$ cat src/hw/rtl/cpes_pkg.sv
// Package for the cart-pole Euler step block: fixed-point constants, CORDIC
// arctangent table and the saturating Q16.16 helpers. No dependencies.
`default_nettype none
package cpes_pkg;
    localparam int unsigned CordicStagesDefault = 16;
    localparam int unsigned AtanEntries = 30;
    localparam logic signed [31:0] QTwoPi  = 32'sd411775;
    localparam logic signed [31:0] QPi     = 32'sd205887;
    localparam logic signed [31:0] QHalfPi = 32'sd102944;
    localparam logic signed [33:0] CordicGain = 34'sd652032874;
    localparam logic [30:0] GravityReset = 31'd642908;
    localparam logic [30:0] InvLenReset  = 31'd65536;
    localparam logic [30:0] StepReset    = 31'd655;

    localparam logic [1:0] RegGravity = 2'd0;
    localparam logic [1:0] RegInvLen  = 2'd1;
    localparam logic [1:0] RegStep    = 2'd2;

    typedef struct packed {
        logic signed [33:0] x;
        logic signed [33:0] y;
        logic signed [33:0] z;
        logic               neg;
    } t_rot;

    function automatic logic signed [33:0] atan_q30(input int unsigned idx);
        logic signed [33:0] r;
        case (idx)
            0: r = 34'sd843314857;   1: r = 34'sd497837829;
            2: r = 34'sd263043837;   3: r = 34'sd133525159;
            4: r = 34'sd67021687;    5: r = 34'sd33543516;
            6: r = 34'sd16775851;    7: r = 34'sd8388437;
            8: r = 34'sd4194283;     9: r = 34'sd2097149;
            default: r = (idx < 30) ? (34'sd1 <<< (30 - idx)) : 34'sd0;
        endcase
        return r;
    endfunction

    function automatic logic signed [31:0] sat32(input logic signed [65:0] v);
        logic signed [31:0] r;
        if (v > 66'sd2147483647) r = 32'h7fffffff;
        else if (v < -66'sd2147483648) r = 32'h80000000;
        else r = v[31:0];
        return r;
    endfunction

    // Q16.16 product with floor rounding and saturation.
    function automatic logic signed [31:0] qmul(input logic signed [32:0] a,
                                                input logic signed [32:0] b);
        logic signed [65:0] p;
        p = 66'(a) * 66'(b);
        return sat32(p >>> 16);
    endfunction
endpackage
`default_nettype wire

$ cat src/hw/rtl/cpes_if.sv
// Valid/ready channel interface carrying a generic payload.
// Depends on nothing.
`default_nettype none
interface cpes_if #(parameter type T = logic) ();
    logic valid;
    logic ready;
    T     data;
    modport source (output valid, output data, input ready);
    modport sink   (input valid, input data, output ready);
endinterface
`default_nettype wire

$ cat src/hw/rtl/cpes_cell.sv
// One CORDIC rotation cell of the pipeline chain with its side payload.
// Depends on cpes_pkg.
`default_nettype none
module cpes_cell import cpes_pkg::*; #(
    parameter int unsigned Stage = 0,
    parameter int unsigned PayW = 8
) (
    input  wire logic            i_clk,
    input  wire logic            i_en,
    input  wire t_rot            i_rot,
    input  wire logic [PayW-1:0] i_pay,
    output t_rot                 o_rot,
    output logic [PayW-1:0]      o_pay
);
    t_rot n_rot;
    t_rot r_rot;
    logic [PayW-1:0] r_pay;

    always_comb begin
        n_rot = i_rot;
        if (i_rot.z >= 0) begin
            n_rot.x = i_rot.x - (i_rot.y >>> Stage);
            n_rot.y = i_rot.y + (i_rot.x >>> Stage);
            n_rot.z = i_rot.z - atan_q30(Stage);
        end else begin
            n_rot.x = i_rot.x + (i_rot.y >>> Stage);
            n_rot.y = i_rot.y - (i_rot.x >>> Stage);
            n_rot.z = i_rot.z + atan_q30(Stage);
        end
    end

    always_ff @(posedge i_clk) begin
        if (i_en) begin
            r_rot <= n_rot;
            r_pay <= i_pay;
        end
    end
    assign o_rot = r_rot;
    assign o_pay = r_pay;
endmodule
`default_nettype wire

$ cat src/hw/rtl/cart_pole_euler_step_top.sv
// Cart-pole Euler step: angle reduction, CORDIC chain, dynamics pipeline.
// Depends on cpes_pkg, cpes_if and cpes_cell.
// One request is accepted every cycle while the output is not stalled.
// The whole pipeline advances together when the output slot is free or taken.
// Reset (synchronous, active low) clears all valid bits and loads the default
// gravity, inverse length and time step.
`default_nettype none
module cart_pole_euler_step_top import cpes_pkg::*; #(
    parameter int unsigned CORDIC_STAGES = CordicStagesDefault
) (
    input  wire logic        i_clk,
    input  wire logic        i_rst_n,
    input  wire logic        i_cfg_we,
    input  wire logic [1:0]  i_cfg_index,
    input  wire logic [30:0] i_cfg_data,
    cpes_if.sink             s_in,
    cpes_if.source           m_out
);
    // Pipeline depth: stages 0-2 reduce the angle, then the CORDIC cells,
    // then five stages of products and sums.
    localparam int unsigned NCell = (CORDIC_STAGES < AtanEntries) ?
                                    CORDIC_STAGES : AtanEntries;
    localparam int unsigned Depth = NCell + 8;
    localparam int unsigned PayW = 128;

    logic [30:0] r_g, r_h, r_dt;
    always_ff @(posedge i_clk) begin
        if (!i_rst_n) begin
            r_g <= GravityReset; r_h <= InvLenReset; r_dt <= StepReset;
        end else if (i_cfg_we) begin
            case (i_cfg_index)
                RegGravity: r_g  <= i_cfg_data;
                RegInvLen:  r_h  <= i_cfg_data;
                RegStep:    r_dt <= i_cfg_data;
                default: ;
            endcase
        end
    end

    // Global stall: everything moves when the output register can take data.
    logic [Depth-1:0] r_v;
    logic adv;
    assign adv = !m_out.valid || m_out.ready;
    assign s_in.ready = adv;

    always_ff @(posedge i_clk) begin
        if (!i_rst_n) r_v <= '0;
        else if (adv) r_v <= {r_v[Depth-2:0], s_in.valid};
    end

    // Input payload fields.
    logic signed [31:0] in_a, in_w, in_p, in_v, in_u;
    assign {in_a, in_w, in_p, in_v, in_u} = s_in.data;

    // Stage A: floor modulo two pi as a 48-bit remainder via a small quotient.
    // Quotient estimate by reciprocal multiply, corrected over two stages.
    logic signed [31:0] r_a0;
    logic signed [47:0] r_q0;
    logic [PayW-1:0] r_pay0;
    // 2^32/411775 ~ 10430.374; use 10430 then correct (error < 3 steps).
    always_ff @(posedge i_clk) begin
        if (adv) begin
            r_a0 <= in_a;
            r_q0 <= 48'((64'(in_a) * 64'sd10430) >>> 32);
            r_pay0 <= {in_w, in_p, in_v, in_u};
        end
    end

    logic signed [47:0] rem0;
    assign rem0 = 48'(r_a0) - r_q0 * 48'(QTwoPi);
    logic signed [47:0] r_rem1;
    logic signed [31:0] r_a1;
    logic [PayW-1:0] r_pay1;
    always_ff @(posedge i_clk) begin
        if (adv) begin
            r_rem1 <= rem0;
            r_a1 <= r_a0;
            r_pay1 <= r_pay0;
        end
    end

    // Bring remainder into [0, two pi), then fold.
    logic signed [47:0] rm;
    logic signed [47:0] rr;
    logic negf;
    always_comb begin
        rm = r_rem1;
        for (int k = 0; k < 4; k++) begin
            if (rm < 0) rm = rm + 48'(QTwoPi);
            else if (rm >= 48'(QTwoPi)) rm = rm - 48'(QTwoPi);
        end
        rr = rm;
        if (rr > 48'(QPi)) rr = rr - 48'(QTwoPi);
        negf = 1'b0;
        if (rr > 48'(QHalfPi)) begin
            rr = rr - 48'(QPi); negf = 1'b1;
        end else if (rr < -48'(QHalfPi)) begin
            rr = rr + 48'(QPi); negf = 1'b1;
        end
    end

    t_rot r_rot2;
    logic signed [31:0] r_a2;
    logic [PayW-1:0] r_pay2;
    always_ff @(posedge i_clk) begin
        if (adv) begin
            r_rot2.x <= CordicGain;
            r_rot2.y <= '0;
            r_rot2.z <= 34'(rr) <<< 14;
            r_rot2.neg <= negf;
            r_a2 <= r_a1;
            r_pay2 <= r_pay1;
        end
    end

    // CORDIC chain; the angle rides along in the payload.
    t_rot rot_c [NCell+1];
    logic [PayW+31:0] pay_c [NCell+1];
    assign rot_c[0] = r_rot2;
    assign pay_c[0] = {r_a2, r_pay2};
    for (genvar i = 0; i < NCell; i++) begin : g_cell
        cpes_cell #(.Stage(i), .PayW(PayW + 32)) u_cell (
            .i_clk(i_clk), .i_en(adv), .i_rot(rot_c[i]), .i_pay(pay_c[i]),
            .o_rot(rot_c[i+1]), .o_pay(pay_c[i+1]));
    end

    logic signed [31:0] ca, cw, cp, cv, cu;
    assign {ca, cw, cp, cv, cu} = pay_c[NCell];
    logic signed [33:0] sx, sy;
    assign sx = (rot_c[NCell].x + 34'sd8192) >>> 14;
    assign sy = (rot_c[NCell].y + 34'sd8192) >>> 14;

    // Stage D1: sin/cos, gravity over length, kinematic products.
    logic signed [31:0] r_s, r_c, r_gl, r_na, r_np, r_nv;
    logic signed [31:0] r_w3, r_u3;
    always_ff @(posedge i_clk) begin
        if (adv) begin
            r_s <= rot_c[NCell].neg ? 32'(-sy) : 32'(sy);
            r_c <= rot_c[NCell].neg ? 32'(-sx) : 32'(sx);
            r_gl <= qmul({2'b0, r_g}, {2'b0, r_h});
            r_na <= sat32(66'(ca) + 66'(qmul({2'b0, r_dt}, 33'(cw))));
            r_np <= sat32(66'(cp) + 66'(qmul({2'b0, r_dt}, 33'(cv))));
            r_nv <= sat32(66'(cv) + 66'(qmul({2'b0, r_dt}, 33'(cu))));
            r_w3 <= cw; r_u3 <= cu;
        end
    end

    // Stage D2: length-scaled sin/cos and gravity terms.
    logic signed [31:0] r_ch, r_sh, r_gs, r_gc, r_na4, r_np4, r_nv4, r_w4, r_u4;
    always_ff @(posedge i_clk) begin
        if (adv) begin
            r_ch <= qmul(33'(r_c), {2'b0, r_h});
            r_sh <= qmul(33'(r_s), {2'b0, r_h});
            r_gs <= qmul(33'(r_gl), 33'(r_s));
            r_gc <= qmul(33'(r_gl), 33'(r_c));
            r_na4 <= r_na; r_np4 <= r_np; r_nv4 <= r_nv;
            r_w4 <= r_w3; r_u4 <= r_u3;
        end
    end

    // Stage D3: command products.
    logic signed [31:0] r_uc, r_us, r_gs5, r_gc5, r_ch5, r_na5, r_np5, r_nv5, r_w5;
    always_ff @(posedge i_clk) begin
        if (adv) begin
            r_uc <= qmul(33'(r_u4), 33'(r_ch));
            r_us <= qmul(33'(r_u4), 33'(r_sh));
            r_gs5 <= r_gs; r_gc5 <= r_gc; r_ch5 <= r_ch;
            r_na5 <= r_na4; r_np5 <= r_np4; r_nv5 <= r_nv4; r_w5 <= r_w4;
        end
    end

    // Stage D4: acceleration and Jacobian sums.
    logic signed [31:0] r_acc, r_jac, r_ch6, r_na6, r_np6, r_nv6, r_w6;
    always_ff @(posedge i_clk) begin
        if (adv) begin
            r_acc <= sat32(66'(r_gs5) + 66'(r_uc));
            r_jac <= sat32(66'(r_gc5) - 66'(r_us));
            r_ch6 <= r_ch5; r_na6 <= r_na5; r_np6 <= r_np5;
            r_nv6 <= r_nv5; r_w6 <= r_w5;
        end
    end

    // Stage D5 (output register): angle rate update.
    logic [223:0] r_out;
    always_ff @(posedge i_clk) begin
        if (adv) begin
            r_out <= {r_na6,
                      sat32(66'(r_w6) + 66'(qmul({2'b0, r_dt}, 33'(r_acc)))),
                      r_np6, r_nv6, r_acc, r_jac, r_ch6};
        end
    end
    assign m_out.valid = r_v[Depth-1];
    assign m_out.data  = r_out;

    // A stalled output keeps its valid flag.
    a_hold: assert property (@(posedge i_clk) disable iff (!i_rst_n)
        m_out.valid && !m_out.ready |=> m_out.valid)
        else $error("output dropped while stalled");
    // Input is refused only when the output is stalled.
    a_rdy: assert property (@(posedge i_clk) disable iff (!i_rst_n)
        !s_in.ready |-> m_out.valid && !m_out.ready)
        else $error("input refused without backpressure");
    // Accepted request reaches the first stage.
    a_ent: assert property (@(posedge i_clk) disable iff (!i_rst_n)
        s_in.valid && s_in.ready |=> r_v[0])
        else $error("accepted request lost");
endmodule
`default_nettype wire
$ cat src/flat_wrapper.sv
// flat-port wrapper written by rule: the top's interface ports become plain ports
module cart_pole_euler_step_top_flat import cpes_pkg::*;
#(
    parameter int unsigned CORDIC_STAGES = CordicStagesDefault
)
  (i_clk, i_rst_n, i_cfg_we, i_cfg_index, i_cfg_data, s_in_valid, s_in_data, s_in_ready, m_out_valid, m_out_data, m_out_ready);
  cpes_if s_in_i ();
  cpes_if m_out_i ();
  input  wire logic i_clk;
  input  wire logic i_rst_n;
  input  wire logic i_cfg_we;
  input  wire logic [1:0] i_cfg_index;
  input  wire logic [30:0] i_cfg_data;
  input wire logic [$bits(s_in_i.valid)-1:0] s_in_valid;
  input wire logic [$bits(s_in_i.data)-1:0] s_in_data;
  output wire logic [$bits(s_in_i.ready)-1:0] s_in_ready;
  output wire logic [$bits(m_out_i.valid)-1:0] m_out_valid;
  output wire logic [$bits(m_out_i.data)-1:0] m_out_data;
  input wire logic [$bits(m_out_i.ready)-1:0] m_out_ready;
  assign s_in_i.valid = s_in_valid;
  assign s_in_i.data = s_in_data;
  assign s_in_ready = s_in_i.ready;
  assign m_out_valid = m_out_i.valid;
  assign m_out_data = m_out_i.data;
  assign m_out_i.ready = m_out_ready;
  cart_pole_euler_step_top #(.CORDIC_STAGES(CORDIC_STAGES)) u_core (.i_clk(i_clk), .i_rst_n(i_rst_n), .i_cfg_we(i_cfg_we), .i_cfg_index(i_cfg_index), .i_cfg_data(i_cfg_data), .s_in(s_in_i), .m_out(m_out_i));
endmodule
$ cat config.mk
export PLATFORM = sky130hd
export DESIGN_NAME = cart_pole_euler_step_top_flat
export DESIGN_NICKNAME = d
export VERILOG_FILES = /design/src/hw/rtl/cpes_pkg.sv /design/src/hw/rtl/cpes_if.sv /design/src/hw/rtl/cpes_cell.sv /design/src/hw/rtl/cart_pole_euler_step_top.sv /design/src/flat_wrapper.sv
export SDC_FILE = /design/constraint.sdc
export NUM_CORES = 1
export LEC_CHECK = 0
export ABC_AREA = 1
export BUFFER_PORTS_ARGS = -buffer_cell sky130_fd_sc_hd__buf_2
export CAP_MARGIN = 20
export CORE_MARGIN = 8
export CORE_UTILIZATION = 46
export CTS_CLUSTER_SIZE = 20
export DETAILED_ROUTE_END_ITERATION = 8
export PLACE_DENSITY = 0.77
export SYNTH_ARGS = -nofsm -noshare
export SYNTH_HDL_FRONTEND = slang
export SYNTH_SLANG_ARGS = --single-unit
$ cat constraint.sdc
create_clock -name i_clk -period 1.75 [get_ports i_clk]
set_clock_uncertainty 0.15 [all_clocks]
set_input_delay 0.0875 -clock i_clk [delete_from_list [all_inputs] [get_ports i_clk]]
set_output_delay 0.0875 -clock i_clk [all_outputs]
set_load 0.01 [all_outputs]
== Word level (Yosys, flattened, before mapping) ==
Index checks and enable logic that the tools add are counted.
W data, S select, Z words.
Word-level totals
  register bits: 90
  output and inout port bits: 3
  word-level logic and storage cells: 13
Cells by class
  magnitude comparators: 2
  mux-type cells: 1
  eq/ne operators: 1
  reduce and logical (&&, ||, !) cells: 3
Operators with widths (number)
  $lt A32 B32 Y1 const B: 1
  $mux W32: 1
  $gt A31 B31 Y1 const B: 1
  $eq A2 B1 Y1 const B: 1
  $reduce_and A2 Y1: 1
  $logic_not A1 Y1: 1
  $logic_or A1 B1 Y1: 1

== Depth between registers and ports, before layout ==
  depth in word-level cells: 2
  gate-level depth with buffers: 6

== Hierarchy ==
From an unflattened synthesis, not the netlist that was laid out.
Second synthesis, totals
  cell total of the unflattened synthesis: 33315
  area total of the unflattened synthesis: 291306.9 µm²
By module, submodules not included
  cart_pole_euler_step_top: times used 1, area each 42455.7 µm², cells an instance 5624
  cpes_cell at u_core.g_cell[0].u_cell: times used 1, area each 17276.6 µm², cells an instance 2087
  cpes_cell at u_core.g_cell[2].u_cell: times used 1, area each 16762.3 µm², cells an instance 2006
  cpes_cell at u_core.g_cell[3].u_cell: times used 1, area each 16663.5 µm², cells an instance 1967
  cpes_cell at u_core.g_cell[1].u_cell: times used 1, area each 16156.7 µm², cells an instance 1821
  cpes_cell at u_core.g_cell[9].u_cell: times used 1, area each 16115.5 µm², cells an instance 1878
  cpes_cell at u_core.g_cell[6].u_cell: times used 1, area each 16067.9 µm², cells an instance 1834
  cpes_cell at u_core.g_cell[7].u_cell: times used 1, area each 16012.9 µm², cells an instance 1833
  cpes_cell at u_core.g_cell[4].u_cell: times used 1, area each 15992.8 µm², cells an instance 1806
  cpes_cell at u_core.g_cell[5].u_cell: times used 1, area each 15886.5 µm², cells an instance 1781
  cpes_cell at u_core.g_cell[8].u_cell: times used 1, area each 15571.2 µm², cells an instance 1724
  cpes_cell at u_core.g_cell[13].u_cell: times used 1, area each 14526.4 µm², cells an instance 1511
  cpes_cell at u_core.g_cell[14].u_cell: times used 1, area each 14470.1 µm², cells an instance 1510
  cpes_cell at u_core.g_cell[15].u_cell: times used 1, area each 14390.1 µm², cells an instance 1487
  +3 rows

== Worst setup path after synthesis ==
No wires, ideal clock.
  path kind: register to register
  start: register u_core.r_v[23]
  end: register u_core.r_ch5[0], enable pin
  data arrival time: 0.662 ns
  clock period less this slack: 1.131 ns
  library setup time: 0.318 ns
  buffers on the path: 1
  path slack: 0.619 ns
  cell stages (with the launch flop): 3
  cells stage by stage: dfxtp_1 > nand2_4 > buf_2
Between the ends
  word-level cells in the longest chain between the ends: 2
Ends and longest elaborated chain
  start, declared: RTL line cart_pole_euler_step_top.sv:41  | logic [Depth-1:0] r_v;
  start signal, assigned: RTL line cart_pole_euler_step_top.sv:48  | else if (adv) r_v <= {r_v[Depth-2:0], s_in.valid};
  $logic_not A1 Y1: RTL line cart_pole_euler_step_top.sv:43  | assign adv = !m_out.valid || m_out.ready;
  $logic_or A1 B1 Y1: RTL line cart_pole_euler_step_top.sv:43
  net s_in_ready: RTL line flat_wrapper.sv:16  | output wire logic [$bits(s_in_i.ready)-1:0] s_in_ready;
  end signal, assigned: RTL line cart_pole_euler_step_top.sv:167  | r_gs5 <= r_gs; r_gc5 <= r_gc; r_ch5 <= r_ch;
  end, declared: RTL line cart_pole_euler_step_top.sv:162  | logic signed [31:0] r_uc, r_us, r_gs5, r_gc5, r_ch5, r_na5, r_np5, r_nv5, r_w5;
The timed path passes the listed nets, and every way through them passes these cells.
A chain may end at the register's enable or synchronous reset.

== Final worst setup path ==
  start: input port i_cfg_index[1]
  end: register u_core.r_h[0]
Between the ends
  word-level cells in the longest chain between the ends: 2
Ends and longest elaborated chain
  start, declared: RTL line flat_wrapper.sv:12  | input wire logic [1:0] i_cfg_index;
  $eq A2 B1 Y1: RTL line cart_pole_euler_step_top.sv:31  | case (i_cfg_index)
  $reduce_and A2 Y1 (no source line)
  end signal, assigned: RTL line cart_pole_euler_step_top.sv:29  | r_g <= GravityReset; r_h <= InvLenReset; r_dt <= StepReset;
  end signal, assigned: RTL line cart_pole_euler_step_top.sv:33  | RegInvLen: r_h <= i_cfg_data;
  end, declared: RTL line cart_pole_euler_step_top.sv:26  | logic [30:0] r_g, r_h, r_dt;
Every way passes these cells.

==> results by group <==
Run status
  – Outcome: finished, final reports clean

Synthesis
  – Post-synth top area share: 48.90%
  – YS warnings: 0
  – Largest family of logic cells by synthesized area: simple AND/OR/NAND/NOR gates
  – Syn avg cell area: about 8.6 µm²
  – Top cells by area, synth: dfxtp_1 49%, nor2_1 18%, edfxtp_1 12%
  – Mapped Cells: between 100 and 150
  – Compound-Gate Fraction of Synth Area: between 10% and 20%
  – Post-synthesis xor/xnor area fraction: 0%
  – Multiplexer area fraction after synthesis: 0%
  – Cell taking the most area after synthesis: dfxtp_1
  – Net Count, Synth: about 160
  – Count of state elements after synthesis: 29
  – Yosys cell types: 15
  – Post-synthesis adder-cell area fraction: 0%
  – Post-Synthesis Cell Area: 0.001023 mm²
  – Simple-gate share of the synthesized area: between 20% and 30%
  – Post-synthesis sequential area ratio: between 60% and 70%

Worst setup path
  – R2R Setup Slk: ~0.44 ns
  – Critical Path End: u_core.r_h[0]
  – Crit path from: i_cfg_index[1]
  – Worst setup path class: in -> reg
  – Worst path depth: 8
  – Buf/Inv on CP: 4
  – Startpoint types: primary input
  – Worst EP required: ~1.9 ns
  – Critical Path Max Stage Delay: about 0.56 ns
  – Crit. End Element: flop
  – Crit-path slowest cell: dlygate4sd3_1
  – R2R depth: 4
  – Worst R2R End: u_core.r_v[22]
  – CP top delay family: buffers and inverters
  – Worst-path cell chain: dlygate4sd3_1 > buf_2 > inv_1 > nand3_2 > dlygate4sd3_1 > nand2_1 > nand2_1 > nor2_1
  – Worst R2R Start: u_core.r_v[23]
  – Critical path arrival: roughly 1.6 ns
  – CP Max Fanout: 2

Global route
  – Vias in the first global route: ~680
  – Largest net degree at the start of global routing: 30
  – Most Crowded Layer GR: met2
  – Met2 usage: 13.96%
  – M1 GR Usage: roughly 8.8%
  – First-pass GRT wire length: ~2800 µm
  – Total congestion overflow: 0
  – Met3 global-route usage: between 5 and 6%
  – Antenna violations before repair: 0
  – Total Routing Usage GR: between 8 and 9%

Drt
  – First-pass iteration count of the detailed router: 4
  – # DRC: 0
  – Post-DR wirelength/cell: between 10 and 15 µm
  – Via count: about 750
  – Initial DRC Count: 13
  – DR vias/cell: around 4.7
  – Routed WL: between 1500 and 2000 µm
  – DRT antenna net count: 0

Pwr
  – Clock share of power: 35.5%
  – Sw Ratio: approximately a fifth
  – Gate power share: under 10%
  – Power Dens Cells: ~1000 mW/mm²
  – Internal Power: 902.5 µW
  – Switching pwr: roughly 230 µW
  – Peak VDD IR: ~0.76 mV
  – P_leak: 0.4735 nW
  – Flop pwr share: between 60% and 70%

Final layout
  – Share of layout cells above drive strength 1: roughly 14%
  – Final cell count without fillers: 160
  – Antenna diodes: 0
  – Fin nets: between 150 and 200
  – Synthesis-to-finish area growth: 13.45%
  – Final Util: 54.05%
  – Commonest non-fill, non-tap cells in the layout: 48 x nor2_1, 25 x dfxtp_1, 23 x o21ai_0, 10 x buf_2
  – Most common cell after layout, fill and taps aside: nor2_1

Place
  – DP HPWL: roughly 1100 µm
  – Placed instance count: between 100 and 150
  – Port bufs: 10
  – Final GP Congestion: just over 0.7
  – Pre-CTS WS: ~0.46 ns

Clocking
  – Clock H-tree levels: 2
  – Clock Pin Slew Worst Setup and Hold Paths: ~0.080 ns
  – # resized after CTS: 0
  – CTS root buf: clkbuf_4
  – CTS tree: yes
  – Total CTS buffers: 5
  – Clock Path Buffers: 2
  – # clock sinks: 29
  – Clk_lat worst skew: 0.32 ns

Floorplan
  – Core area: 0.002148 mm²
  – Die area: about 0.0040 mm²
  – I/O pin count: 42
  – Die H: about 63 µm
  – Initial core utilization: between 40 and 50%
  – Die X: about 63 µm
  – Row cnt: 17

STA
  – Fmax: about 0.67 GHz
  – Period utilisation layout: 85.27%
  – Final worst slack: ~0.26 ns
  – Worst-Margin Slew: between 0.3 and 0.4 ns
  – Max_slew headroom: around three quarters
  – Tmin final: about 1.5 ns
  – Unrepaired setup endpoints after global routing: no
  – Total negative slack: 0 ns
  – Slew Limit Fails: 0
  – Final hold violations: 0
  – Finish-stage setup viols: 0
  – Final hold slack: about 0.026 ns

Run
  – Total of max-cap violations: 0

Hold path
  – Worst hold path type: in -> reg
[worst min-delay path: stages]
cell	delay, ns
buf_2	0.22
nand2_1	0.11
nor2_1	0.03
[routing by layer]
metal	share of wire [%]	up-vias
met5	0	-
met1	45	338
li1	-	398
met3	6.1	2
met4	1.3	0
met2	47	11
[kinds of logic after synthesis]
family,count (synthesis)
AOI/OAI and AO/OA,24
DFF,29
buffers and inverters,14
and+or+nand+nor,52
[synth_stat cells]
master and count:
clkbuf_1 2, inv_2 1, clkbuf_2 1, nand3_2 1, buf_6 1, edfxtp_1 4, o21a_1 1, o21ai_0 23
inv_1 3, nand2_1 2, nor2_1 48, buf_4 1, nand2_4 1, dfxtp_1 25, buf_2 5
[state kept, by name, summed over array words and instances (netlist names)]
register and cells:
u_core.r_v 24, u_core.r_ch5 1, u_core.r_ch6 1, u_core.r_ch 1, u_core.r_h 1, u_core.r_out 1
[how the worst min path moves through the flow]
stage,slack (ns),cells past startpoint,end,startpoint
floorplan,0.07,2,u_core.r_h[0],i_cfg_data[0]
finish,0.03,3,u_core.r_h[0],i_rst_n
global placement,0.16,3,u_core.r_v[0],s_in_valid
global route,0.04,2,u_core.r_v[23],i_rst_n
detailed placement,0.17,3,u_core.r_v[0],s_in_valid
CTS,0.003,3,u_core.r_h[0],i_rst_n
[power by group through the flow]
| stage | clock (mW) | sequential (mW) | combinational (mW) |
|---|---|---|---|
| after detailed placement | 0 | 0.702 | 0.0367 |
| after CTS | 0.414 | 0.686 | 0.0442 |
| after global routing | 0.454 | 0.687 | 0.0512 |
| after floorplan | 0 | 0.702 | 0.0291 |
| after global placement | 0 | 0.701 | 0.0354 |
| final | 0.402 | 0.686 | 0.0444 |
[cell type report]
cell class              count  area [µm²]
clock buffers               8       58.81
multi-input cells          76       331.6
well taps                  28       35.03
flip-flops and latches     29       620.6
fillers                   188       987.2
repair buffers             15       100.1
inverters                   4       15.01
[through the flow]
step                      power, mW  instance area [µm²]
after detailed placement     0.7387                 1052
after global routing          1.192                 1161
after global placement       0.7367                 1052
after CTS                     1.145                 1161
final                         1.132                 1161
after floorplan              0.7308                 1023
[repair_timing]
item,CTS,global route
endpoints found under the hold margin,2,0
hold buffers,5,0
setup endpoints to repair,0,0
buffers inserted,0,0
Note: power is estimated with default switching activity, not from simulation.
